**config.mk**
```make
export PLATFORM = sky130hd
export DESIGN_NAME = char_lcd_diff_update_engine_core
export DESIGN_NICKNAME = d
export VERILOG_FILES = /design/src/hdl/cldu_pkg.sv /design/src/hdl/cldu_shadow_ram.sv /design/src/hdl/char_lcd_diff_update_engine_core.sv
export SDC_FILE = /design/constraint.sdc
export NUM_CORES = 1
export LEC_CHECK = 0
export BUFFER_PORTS_ARGS = -buffer_cell sky130_fd_sc_hd__buf_2
export CAP_MARGIN = 25
export CORE_MARGIN = 1.5
export CORE_UTILIZATION = 41
export CTS_CLUSTER_DIAMETER = 40
export DETAILED_ROUTE_END_ITERATION = 8
export GPL_TIMING_DRIVEN = 0
export PLACE_DENSITY = 0.64
export SYNTH_ARGS = -nofsm -noshare
export SYNTH_HDL_FRONTEND = slang
export SYNTH_SLANG_ARGS = --single-unit
```
**constraint.sdc**
```tcl
create_clock -name clk -period 4.41 [get_ports clk]
set_input_delay 0.2205 -clock clk [delete_from_list [all_inputs] [get_ports clk]]
set_output_delay 0.2205 -clock clk [all_outputs]
set_load 0.02 [all_outputs]
```
**src/hdl/cldu_pkg.sv**
```systemverilog
// ----------------------------------------------------------------------------
// cldu_pkg
// Types, constants and small lookup functions shared by the character LCD
// diff update engine.
// ----------------------------------------------------------------------------
`timescale 1ns / 1ps

package cldu_pkg;

  localparam int MAX_ROWS     = 4;
  localparam int MAX_LINE     = 40;
  localparam int ROW_W        = 2;
  localparam int COL_W        = 6;
  localparam int ROW_COUNT_W  = 3;
  localparam int SHADOW_DEPTH = MAX_ROWS * MAX_LINE;
  localparam int SHADOW_AW    = $clog2(SHADOW_DEPTH);
  localparam int CFG_INDEX_W  = 1;
  localparam int CFG_DATA_W   = 6;

  // item kinds
  localparam logic [1:0] KIND_START = 2'd0;
  localparam logic [1:0] KIND_CHAR  = 2'd1;
  localparam logic [1:0] KIND_EOL   = 2'd2;
  localparam logic [1:0] KIND_CLEAR = 2'd3;

  // configuration register indexes
  localparam logic [CFG_INDEX_W-1:0] CFG_ROW_COUNT   = 1'b0;
  localparam logic [CFG_INDEX_W-1:0] CFG_LINE_LENGTH = 1'b1;

  localparam logic [ROW_COUNT_W-1:0] ROW_COUNT_RESET   = 3'd2;
  localparam logic [COL_W-1:0]       LINE_LENGTH_RESET = 6'd40;

  localparam logic [7:0] CMD_SET_ADDR = 8'h80;
  localparam logic [7:0] CMD_CLEAR    = 8'h01;
  localparam logic [7:0] CHAR_SPACE   = 8'h20;

  typedef struct packed {
    logic [1:0] kind;
    logic [7:0] char_code;
  } in_item_t;

  typedef struct packed {
    logic [7:0] lcd_byte;
    logic       is_command;
    logic       last;
  } out_item_t;

  // display RAM base address of each row
  function automatic logic [7:0] row_base(input logic [ROW_W-1:0] row);
    logic [7:0] base;
    case (row)
      2'd0:    base = 8'h00;
      2'd1:    base = 8'h40;
      2'd2:    base = 8'h14;
      2'd3:    base = 8'h54;
      default: base = 8'h00;
    endcase
    return base;
  endfunction

  // characters the display font has, everything else becomes 0
  function automatic logic [7:0] map_char(input logic [7:0] c);
    logic [7:0] m;
    if (c >= 8'h20 && c <= 8'h3F) begin
      m = c;
    end else if (c >= 8'h41 && c <= 8'h5B) begin
      m = c;
    end else if (c >= 8'h5D && c <= 8'h7D) begin
      m = c;
    end else begin
      m = 8'h00;
    end
    return m;
  endfunction

endpackage

```
**src/hdl/cldu_shadow_ram.sv**
```systemverilog
// ----------------------------------------------------------------------------
// cldu_shadow_ram
// Shadow copy of the screen characters: one write port, one read port with
// registered read data.
// ----------------------------------------------------------------------------
`timescale 1ns / 1ps

module cldu_shadow_ram (
  input  logic                           clk,
  input  logic                           wr_en,
  input  logic [cldu_pkg::SHADOW_AW-1:0] wr_addr,
  input  logic [7:0]                     wr_data,
  input  logic                           rd_en,
  input  logic [cldu_pkg::SHADOW_AW-1:0] rd_addr,
  output logic [7:0]                     rd_data
);

  logic [7:0] mem [cldu_pkg::SHADOW_DEPTH];

  always_ff @(posedge clk) begin
    if (wr_en) begin
      mem[wr_addr] <= wr_data;
    end
  end

  always_ff @(posedge clk) begin
    if (rd_en) begin
      rd_data <= mem[rd_addr];
    end
  end

endmodule

```
**src/hdl/char_lcd_diff_update_engine_core.sv**
```systemverilog
// ----------------------------------------------------------------------------
// char_lcd_diff_update_engine_core
// Turns a text item stream into character LCD command and data bytes,
// skipping characters that already stand on the display.
// ----------------------------------------------------------------------------
//   channel  | direction | handshake            | payload
//   ---------+-----------+----------------------+---------------------------
//   in       | sink      | in_valid / in_stall   | in_item_t  (kind, char)
//   out      | source    | out_valid / out_stall | out_item_t (byte, cmd, last)
//   cfg      | sink      | cfg_valid / cfg_ready | cfg_index, cfg_data
//
// steps: start of text sends a set-address byte, clear a clear command, a
//   dropped character none; a character reads the shadow RAM, is skipped on a
//   match, else sends its address and itself; end of line sends its address,
//   spaces to line length, next row's address; one byte a cycle unless stalled.
// reset: synchronous; row 0, column 0, all row lengths 0, registers at
//   row_count 2 and line_length 40. shadow RAM is not cleared.
// a stalled output holds the sequencer; in_stall is high while busy.
`timescale 1ns / 1ps

module char_lcd_diff_update_engine_core (
  input  logic                             clk,
  input  logic                             rst,
  input  logic                             in_valid,
  output logic                             in_stall,
  input  cldu_pkg::in_item_t               in_data,
  output logic                             out_valid,
  input  logic                             out_stall,
  output cldu_pkg::out_item_t              out_data,
  input  logic                             cfg_valid,
  output logic                             cfg_ready,
  input  logic [cldu_pkg::CFG_INDEX_W-1:0] cfg_index,
  input  logic [cldu_pkg::CFG_DATA_W-1:0]  cfg_data
);

  typedef enum logic [4:0] {
    S_IDLE = 5'b00001,
    S_READ = 5'b00010,
    S_ADDR = 5'b00100,
    S_PAD  = 5'b01000,
    S_TAIL = 5'b10000
  } state_t;

  state_t state, state_next;

  logic [cldu_pkg::ROW_COUNT_W-1:0] row_count;
  logic [cldu_pkg::COL_W-1:0]       line_length;
  logic [cldu_pkg::ROW_W-1:0]       cur_row;
  logic [cldu_pkg::COL_W-1:0]       cur_col;
  logic [cldu_pkg::COL_W-1:0]       row_len [cldu_pkg::MAX_ROWS];

  logic [1:0]                       op_kind;
  logic [7:0]                       op_code;
  logic [cldu_pkg::ROW_W-1:0]       op_row;
  logic [cldu_pkg::COL_W-1:0]       op_col;
  logic [cldu_pkg::SHADOW_AW-1:0]   op_addr;
  logic [cldu_pkg::COL_W-1:0]       pad_left;

  logic [cldu_pkg::COL_W-1:0]       eff_len;
  logic                             col_in_line;
  logic [cldu_pkg::COL_W-1:0]       used;
  logic [cldu_pkg::ROW_COUNT_W-1:0] row_inc;
  logic [cldu_pkg::ROW_W-1:0]       next_row;
  logic                             accept;
  logic                             emit;
  logic                             load;
  logic                             same;
  logic [cldu_pkg::SHADOW_AW-1:0]   rd_addr;
  logic [7:0]                       rd_data;
  logic [cldu_pkg::ROW_W-1:0]       a_row;
  logic [cldu_pkg::COL_W-1:0]       a_col;
  logic [7:0]                       addr_sum;
  cldu_pkg::out_item_t              item_next;

  assign in_stall  = (state != S_IDLE);
  assign accept    = in_valid && (state == S_IDLE);
  assign cfg_ready = 1'b1;

  assign eff_len = (line_length > cldu_pkg::COL_W'(cldu_pkg::MAX_LINE))
                   ? cldu_pkg::COL_W'(cldu_pkg::MAX_LINE) : line_length;
  assign col_in_line = (cur_col < eff_len);
  assign used        = col_in_line ? cur_col : eff_len;

  assign row_inc  = {1'b0, cur_row} + 3'd1;
  assign next_row = (row_inc >= row_count ||
                     row_inc >= cldu_pkg::ROW_COUNT_W'(cldu_pkg::MAX_ROWS))
                    ? '0 : row_inc[cldu_pkg::ROW_W-1:0];

  assign rd_addr = cldu_pkg::SHADOW_AW'(cur_row) * cldu_pkg::SHADOW_AW'(cldu_pkg::MAX_LINE)
                   + cldu_pkg::SHADOW_AW'(cur_col);

  cldu_shadow_ram u_shadow (
    .clk     (clk),
    .wr_en   (state == S_READ),
    .wr_addr (op_addr),
    .wr_data (op_code),
    .rd_en   (accept),
    .rd_addr (rd_addr),
    .rd_data (rd_data)
  );

  assign same = (op_col < row_len[op_row]) && (rd_data == op_code);

  // shared address adder: item address, or column 0 of the new row at the tail
  assign a_row    = (state == S_TAIL) ? cur_row : op_row;
  assign a_col    = (state == S_TAIL) ? '0 : op_col;
  assign addr_sum = (cldu_pkg::CMD_SET_ADDR | cldu_pkg::row_base(a_row)) + 8'(a_col);

  assign emit = (state == S_ADDR) || (state == S_PAD) || (state == S_TAIL);
  assign load = emit && (!out_valid || !out_stall);

  always_comb begin
    item_next = '0;
    case (state)
      S_ADDR: begin
        item_next.lcd_byte   = addr_sum;
        item_next.is_command = 1'b1;
        item_next.last       = (op_kind == cldu_pkg::KIND_START);
      end
      S_PAD: begin
        item_next.lcd_byte   = cldu_pkg::CHAR_SPACE;
        item_next.is_command = 1'b0;
        item_next.last       = 1'b0;
      end
      S_TAIL: begin
        item_next.last = 1'b1;
        case (op_kind)
          cldu_pkg::KIND_CHAR: begin
            item_next.lcd_byte   = cldu_pkg::map_char(op_code);
            item_next.is_command = 1'b0;
          end
          cldu_pkg::KIND_EOL: begin
            item_next.lcd_byte   = addr_sum;
            item_next.is_command = 1'b1;
          end
          default: begin
            item_next.lcd_byte   = cldu_pkg::CMD_CLEAR;
            item_next.is_command = 1'b1;
          end
        endcase
      end
      default: begin
        item_next = '0;
      end
    endcase
  end

  always_comb begin
    state_next = state;
    case (state)
      S_IDLE: begin
        if (accept) begin
          case (in_data.kind)
            cldu_pkg::KIND_CHAR:  state_next = col_in_line ? S_READ : S_IDLE;
            cldu_pkg::KIND_CLEAR: state_next = S_TAIL;
            default:              state_next = S_ADDR;
          endcase
        end
      end
      S_READ: begin
        state_next = same ? S_IDLE : S_ADDR;
      end
      S_ADDR: begin
        if (load) begin
          case (op_kind)
            cldu_pkg::KIND_START: state_next = S_IDLE;
            cldu_pkg::KIND_EOL:   state_next = (pad_left != '0) ? S_PAD : S_TAIL;
            default:              state_next = S_TAIL;
          endcase
        end
      end
      S_PAD: begin
        if (load && pad_left == cldu_pkg::COL_W'(1)) begin
          state_next = S_TAIL;
        end
      end
      S_TAIL: begin
        if (load) begin
          state_next = S_IDLE;
        end
      end
      default: begin
        state_next = S_IDLE;
      end
    endcase
  end

  // control state
  always_ff @(posedge clk) begin
    if (rst) begin
      state       <= S_IDLE;
      row_count   <= cldu_pkg::ROW_COUNT_RESET;
      line_length <= cldu_pkg::LINE_LENGTH_RESET;
      cur_row     <= '0;
      cur_col     <= '0;
      out_valid   <= 1'b0;
      for (int i = 0; i < cldu_pkg::MAX_ROWS; i++) begin
        row_len[i] <= '0;
      end
    end else begin
      state <= state_next;

      if (cfg_valid && cfg_ready) begin
        case (cfg_index)
          cldu_pkg::CFG_ROW_COUNT:   row_count   <= cfg_data[cldu_pkg::ROW_COUNT_W-1:0];
          cldu_pkg::CFG_LINE_LENGTH: line_length <= cfg_data;
          default: ;
        endcase
      end

      if (accept) begin
        case (in_data.kind)
          cldu_pkg::KIND_START: begin
            cur_row <= '0;
            cur_col <= '0;
          end
          cldu_pkg::KIND_CHAR: begin
            // column saturates at its top code
            if (cur_col != '1) begin
              cur_col <= cur_col + 1'b1;
            end
          end
          cldu_pkg::KIND_EOL: begin
            row_len[cur_row] <= used;
            cur_row          <= next_row;
            cur_col          <= '0;
          end
          default: begin
            for (int i = 0; i < cldu_pkg::MAX_ROWS; i++) begin
              row_len[i] <= '0;
            end
          end
        endcase
      end

      if (load) begin
        out_valid <= 1'b1;
      end else if (!out_stall) begin
        out_valid <= 1'b0;
      end
    end
  end

  // transaction payload registers
  always_ff @(posedge clk) begin
    if (accept) begin
      op_kind <= in_data.kind;
      op_code <= in_data.char_code;
      op_addr <= rd_addr;
      case (in_data.kind)
        cldu_pkg::KIND_START: begin
          op_row <= '0;
          op_col <= '0;
        end
        cldu_pkg::KIND_EOL: begin
          op_row <= cur_row;
          op_col <= used;
        end
        default: begin
          op_row <= cur_row;
          op_col <= cur_col;
        end
      endcase
      pad_left <= eff_len - used;
    end else if (state == S_PAD && load) begin
      pad_left <= pad_left - 1'b1;
    end

    if (load) begin
      out_data <= item_next;
    end
  end

endmodule

```
==> results.json, run 1 <==
{
  "status": "complete, no violations",
  "grt_max_degree": 34,
  "die_h_um": 369,
  "die_w_um": 369,
  "cts_buffers": 154,
  "rr_endpoint": "u_shadow.rd_data[1]",
  "end_kind": "flip-flop",
  "postSynth.asyncResetShare": 0,
  "yosysTopAreaCell": "edfxtp_1",
  "initial_core_util": 0.413,
  "remaining_drc_errors": 0,
  "critPathLaunch": "cur_row[0]",
  "tightest_slew_ns": 0.948,
  "slew_headroom": 0.363,
  "yosys_warnings": 0,
  "clk_pin_slew_worst_paths_ns": 0.06,
  "drive_above_1_share": 0.235,
  "whs_ns": 0.163,
  "clock-root-buffer": "clkbuf_16",
  "wirelength_um": 140000,
  "period_needed_ns": 4.38,
  "final_cells": 4936,
  "clock_skew_ns": 0.0346,
  "slew_violations": 0,
  "highest_layer": "met5",
  "ir_drop_uv": 346,
  "grt-ovfl-total": 0,
  "critPathLaunchType": "flip-flop",
  "wl_met1_um": 57200,
  "final_util": 0.486,
  "pre_cts_ws_ns": -0.128,
  "grt_pass1_vias": 28600,
  "via_per_inst": 5.78,
  "vias": 28500,
  "synth_area_leaders": "edfxtp_1 (74%), mux4_2 (11%), mux4_1 (2.1%), nor2_1 (1.6%), a22oi_1 (1.4%)",
  "path_class": "reg2reg",
  "ant_nets": 0,
  "gp_congestion": 0.873,
  "grt_pass1_wl_um": 201000,
  "synth_edf_count": 1354,
  "route.met2.wl_um": 66800,
  "postCtsSetupBuffers": 0,
  "powerDensity_nw_per_um2": 514,
  "ys_types": 70,
  "netlist_instances": 2748,
  "drtIter0Drc": 3253,
  "post_drt_wl_per_cell_um": 28.4,
  "r2r_slack_ns": 0.03,
  "r2r_cells": 11,
  "coreArea_um2": 133000,
  "wl_met3_um": 12100,
  "post-route-period-util": 0.993,
  "synthesis.area_um2": 55100,
  "cts_tree": "built",
  "antenna_found_initial": 4,
  "post-place-cells": 4626,
  "synthFlopType": "edfxtp_1",
  "hold_path.class": "in2reg",
  "synth-seq-area-share": 0.747,
  "syn-num-nets": 2807,
  "hold_start": "in_data[2]",
  "drt_pass1_iterations": 6,
  "crit_arrival_ns": 5.00,
  "final_nets": 3100,
  "dp_hpwl_um": 97000,
  "avgSynthCellArea_um2": 20.0,
  "synth_seq_cells": 1379,
  "cts_sinks": 1379,
  "p_leak_nw": 20.4,
  "cts_buffer_depth": 3,
  "rr_startpoint": "cur_row[0]",
  "rows": 134,
  "netlist.area_leader.share": 0.738,
  "clock_latency_ns": 0.77,
  "crit_fanout": 10,
  "syn2layout_area_growth_pct": 17.6,
  "track_usage": 0.206,
  "io_buffers": 32,
  "required_ns": 5.03,
  "design.die.area_um2": 137000,
  "num_io_pins": 35,
  "final_hold_viol_count": 0,
  "rsz0062_at_grt": "false",
  "max_freq_mhz": 228,
  "htree_levels": 4,
  "report.final.setup_viol": 0,
  "holdPathStages": 2,
  "cap_viol_max_count": 0,
  "postLayoutSetupSlackWorst_ns": 0.0291,
  "power.total_mw": 33.3,
  "hold_path_end": "op_code[2]"
}
-- flip-flops by register name (all words and copies together) (netlist names), named ones only --
signal            cells
op_code               8
cur_row               2
row_count             3
op_row                2
cur_col               6
op_kind               2
u_shadow.mem       1280
u_shadow.rd_data      8
out_data             10
line_length           6
state                 5
op_addr               8
pad_left              6
op_col                6
out_valid             1
row_len              24
-- stage by stage --
step | TNS, ns | area (um2)
global route | 0 | 64700
floorplan | 0 | 55100
global placement | -1338.76 | 57400
CTS | 0 | 64700
finish | 0 | 64700
detailed placement | -0.274 | 59300
-- how the worst max path moves through the flow --
stage,to,slack [ns]
2_1_floorplan,pad_left[5],0.84
3_3_place_gp,state[2],-2.05
3_5_place_dp,u_shadow.rd_data[5],-0.13
4_1_cts,u_shadow.rd_data[1],0.03
5_1_grt,pad_left[5],0.006
6_report,u_shadow.rd_data[1],0.03
-- per-layer routing --
layer,global-route usage,vias up
met1,0.285,15000
met2,0.327,1302
li1,-,12000
met5,0,-
met3,0.0439,245
met4,0.0645,2
-- layout by cell type (no fill, tap or decap), types with 28 or more instances in the layout --
| cell type | instances |
|---|---|
| a22oi_1 | 101 |
| buf_16 | 62 |
| buf_2 | 92 |
| clkbuf_1 | 69 |
| clkbuf_16 | 160 |
| dlygate4sd3_1 | 28 |
| edfxtp_1 | 1354 |
| ha_1 | 35 |
| inv_1 | 32 |
| mux2i_1 | 72 |
| mux4_1 | 43 |
| mux4_2 | 268 |
| nand2_1 | 99 |
| nor2_1 | 228 |
| nor3_1 | 33 |
-- repair_timing --
action / in CTS / in global routing
setup endpoints to repair: 5 / 5
gates resized for setup: 2 / 7
hold buffers: 28 / 0
hold endpoints to repair: 28 / 0
-- area by class of cell --
cell class / instances / area (um2)
sequential: 1379 / 41200
clock inverter: 89 / 967
multi-input combinational: 1187 / 12800
inverter: 33 / 124
antenna: 5 / 12.5
buffer: 148 / 973
tap: 1768 / 2210
fill: 10700 / 68500
timing repair buffer: 138 / 2340
clock buffer: 189 / 4110
-- worst max-delay path, stage by stage, from the launching register on --
cell and delay (ns):
dfxtp_1 0.61, ha_1 0.27, fa_1 0.51, clkbuf_1 0.27
nor2_1 0.71, buf_2 0.39, a22oi_1 0.19, nand2_1 0.21
o31ai_1 0.09, o41ai_1 0.53, buf_2 0.29, o31a_1 0.15
-- power by group --
part / leakage, nW / total (mW) / switching, mW / internal [mW]
Combinational: 5.54 / 5.14 / 2.93 / 2.21
Clock: 2.46 / 12.8 / 5.27 / 7.53
Sequential: 12.4 / 15.4 / 0.183 / 15.2
Total: 20.4 / 33.3 / 8.38 / 24.9
-- synthesized netlist by cell type, drive strengths merged (3+ instances only) --
cell	instances
a22o	26
a32o	3
and3b	3
o22ai	25
a31o	4
and2	7
nand3b	3
mux2	4
o31a	7
a22oi	101
nand2b	11
clkbuf	44
inv	33
a21o	7
xor2	15
o31ai	9
o21bai	5
xnor2	11
mux4	311
nor2b	18
o41ai	7
nand4	12
nor3	34
o21ai	15
nand3	26
mux2i	74
nand2	99
nor2	228
ha	35
a211o	4
a21oi	27
a221oi	16
buf	104
edfxtp	1354
dfxtp	25
and3	7
-- logic make-up (layout without fill, tap and decap cells) --
| family | count (synthesis) | in the layout | share of synthesized area |
|---|---|---|---|
| AO/OA/AOI/OAI | 271 | 271 | 0.0380 |
| XOR/XNOR | 26 | 26 | 0.00427 |
| adder cells (fa/ha/maj) | 37 | 37 | 0.00868 |
| buffers and inverters | 182 | 597 | 0.0200 |
| flip-flops | 1379 | 1379 | 0.747 |
| multiplexers | 389 | 389 | 0.144 |
| other | 1 | 6 | 0.0000681 |
| AND/OR/NAND/NOR | 463 | 463 | 0.0372 |
No activity file was read; power rests on OpenSTA's default activity.
==> run 2: changes to the inputs <==
CTS_BUF_LIST = sky130_fd_sc_hd__clkbuf_8   (was unset)
PLACE_DENSITY = 0.59   (was 0.64)
clock period = 5.5 ns   (was 4.41 ns; I/O delays follow)
==> run 2 against run 1 <==
  * Via count up 1.5%
  * Hold slack got worse by 0.068 ns
  * Clock power shrank 34%
  * Critical path type unchanged
==> results.json, run 2 (synthesis gave the netlist of run 1 again) <==
{
  "status": "complete, no violations",
  "ant_nets": 0,
  "path_class": "reg2reg",
  "postCtsSetupBuffers": 0,
  "report.final.setup_viol": 0,
  "coreArea_um2": 133000,
  "initial_core_util": 0.413,
  "largest-register": "u_shadow.mem",
  "cts_hold_buf": 29,
  "wirelength_um": 146000,
  "wl_met1_um": 59300,
  "remaining_drc_errors": 0,
  "rows": 134,
  "design.die.area_um2": 137000,
  "wl_met3_um": 12100,
  "io_buffers": 32,
  "grt-ovfl-total": 0,
  "clock-root-buffer": "clkbuf_8",
  "cts.repair.resized": 0,
  "slew_headroom": 0.259,
  "clk_pin_slew_worst_paths_ns": 0.06,
  "final_hold_viol_count": 0,
  "rr_startpoint": "cur_row[0]",
  "vias": 28900,
  "postLayoutSetupSlackWorst_ns": 0.715,
  "final_util": 0.478,
  "r2r_slack_ns": 0.72,
  "clock_skew_ns": 0.0507,
  "drt_pass1_iterations": 5,
  "grt_pass1_wl_um": 207000,
  "powerDensity_nw_per_um2": 391,
  "final_nets": 3158,
  "antenna_found_initial": 4,
  "required_ns": 6.21,
  "clock_latency_ns": 0.92,
  "r2r_cells": 11,
  "gp_congestion": 0.904,
  "cts_buffer_depth": 3,
  "dp_hpwl_um": 100000,
  "end_kind": "flip-flop",
  "grt_pass1_vias": 29400,
  "syn2layout_area_growth_pct": 15.8,
  "cts_sinks": 1379,
  "tightest_slew_ns": 1.10,
  "max_freq_mhz": 209,
  "critPathLaunch": "cur_row[0]",
  "slew_violations": 0,
  "multi_input_area_um2": 12800,
  "crit_arrival_ns": 5.50,
  "track_usage": 0.213,
  "cts_tree": "built",
  "n_fill_cell": 10900,
  "via_per_inst": 5.72,
  "rr_endpoint": "u_shadow.rd_data[7]",
  "crit_fanout": 10,
  "pre_cts_ws_ns": 0.879,
  "ir_drop_uv": 178,
  "die_h_um": 369,
  "ff_latch_area_um2": 41200,
  "p_leak_nw": 20.2,
  "htree_levels": 4,
  "final_cell_mix": "edfxtp_1 (1,354), mux4_2 (268), nor2_1 (228), clkbuf_8 (223), a22oi_1 (101)",
  "final_common_cell": "edfxtp_1",
  "die_w_um": 369,
  "largest_reg_flops": 1280,
  "cts_buffers": 219,
  "largest_registers": "u_shadow.mem (1280), row_len (24), out_data (10)",
  "cap_viol_max_count": 0,
  "drtIter0Drc": 3126,
  "hold_path.class": "in2reg",
  "grt_max_degree": 38,
  "endpoint": "u_shadow.rd_data[7]",
  "post-route-period-util": 0.870,
  "critPathLaunchType": "flip-flop",
  "power.total_mw": 24.9,
  "num_io_pins": 35,
  "period_needed_ns": 4.78,
  "post_drt_wl_per_cell_um": 28.8,
  "highest_layer": "met4",
  "rsz0062_at_grt": "false",
  "drive_above_1_share": 0.242,
  "route.met2.wl_um": 70000
}
[run 2: cell count changes in the layout (fill, tap and decap cells not counted), sizes merged, moves of 2 or more]
cell    before  now
buf        214  205
clkinv      47  114
bufinv      14   12
clkbuf     232  267
inv         54   87
[run 2: cell type report]
type                    count  share of cell area
diodes                      4            0.000157
plain buffers             149              0.0153
clock buffers             223              0.0481
clock inverters           188              0.0185
inverters                  33             0.00194
multi-input cells        1187               0.201
flip-flops and latches   1379               0.646
well taps                1768              0.0347
repair buffers            130              0.0345
[run 2: stage by stage]
step	area, um2	instances	TNS, ns	hold slack, ns
after floorplan	55100	2748	0	0.374
after global placement	57400	4548	-11.68	0.451
after detailed placement	59200	4616	0	0.453
after CTS	63700	5056	0	0.0173
after global routing	63700	5058	0	0.0601
final	63800	5061	0	0.0943
[run 2: worst max-delay path: stages, from the launching register on]
cell and delay (ns):
dfxtp_1 0.45, ha_1 0.30, fa_1 0.63, clkbuf_1 0.37, nor2b_1 0.19, buf_2 0.31, clkbuf_1 0.51, a22oi_1 0.25
nand2_1 0.20, nor3_1 0.07, o41ai_1 0.92, o31a_1 0.40
[run 2: per-layer routing]
metal  track usage  up-vias
li1              -    12100
met1         0.288    15200
met2         0.342     1312
met3        0.0479      249
met4        0.0708        0
met5             0        -
[run 2: where the power goes]
part	total (mW)	leakage (nW)	internal, mW	switching (mW)
combinational	4.14	5.47	1.74	2.40
sequential	12.3	12.4	12.2	0.143
clock	8.45	2.34	4.37	4.08
total	24.9	20.2	18.3	6.62
[run 2: how the worst min path moves through the flow]
stage	to	start	depth (start not counted)	slack, ns
after global routing	op_code[5]	in_data[5]	2	0.06
after global placement	op_code[3]	in_data[3]	1	0.45
final	op_code[5]	in_data[5]	2	0.09
after floorplan	op_code[0]	in_data[0]	0	0.37
after detailed placement	op_code[7]	in_data[7]	1	0.45
after CTS	op_code[4]	in_data[4]	2	0.02
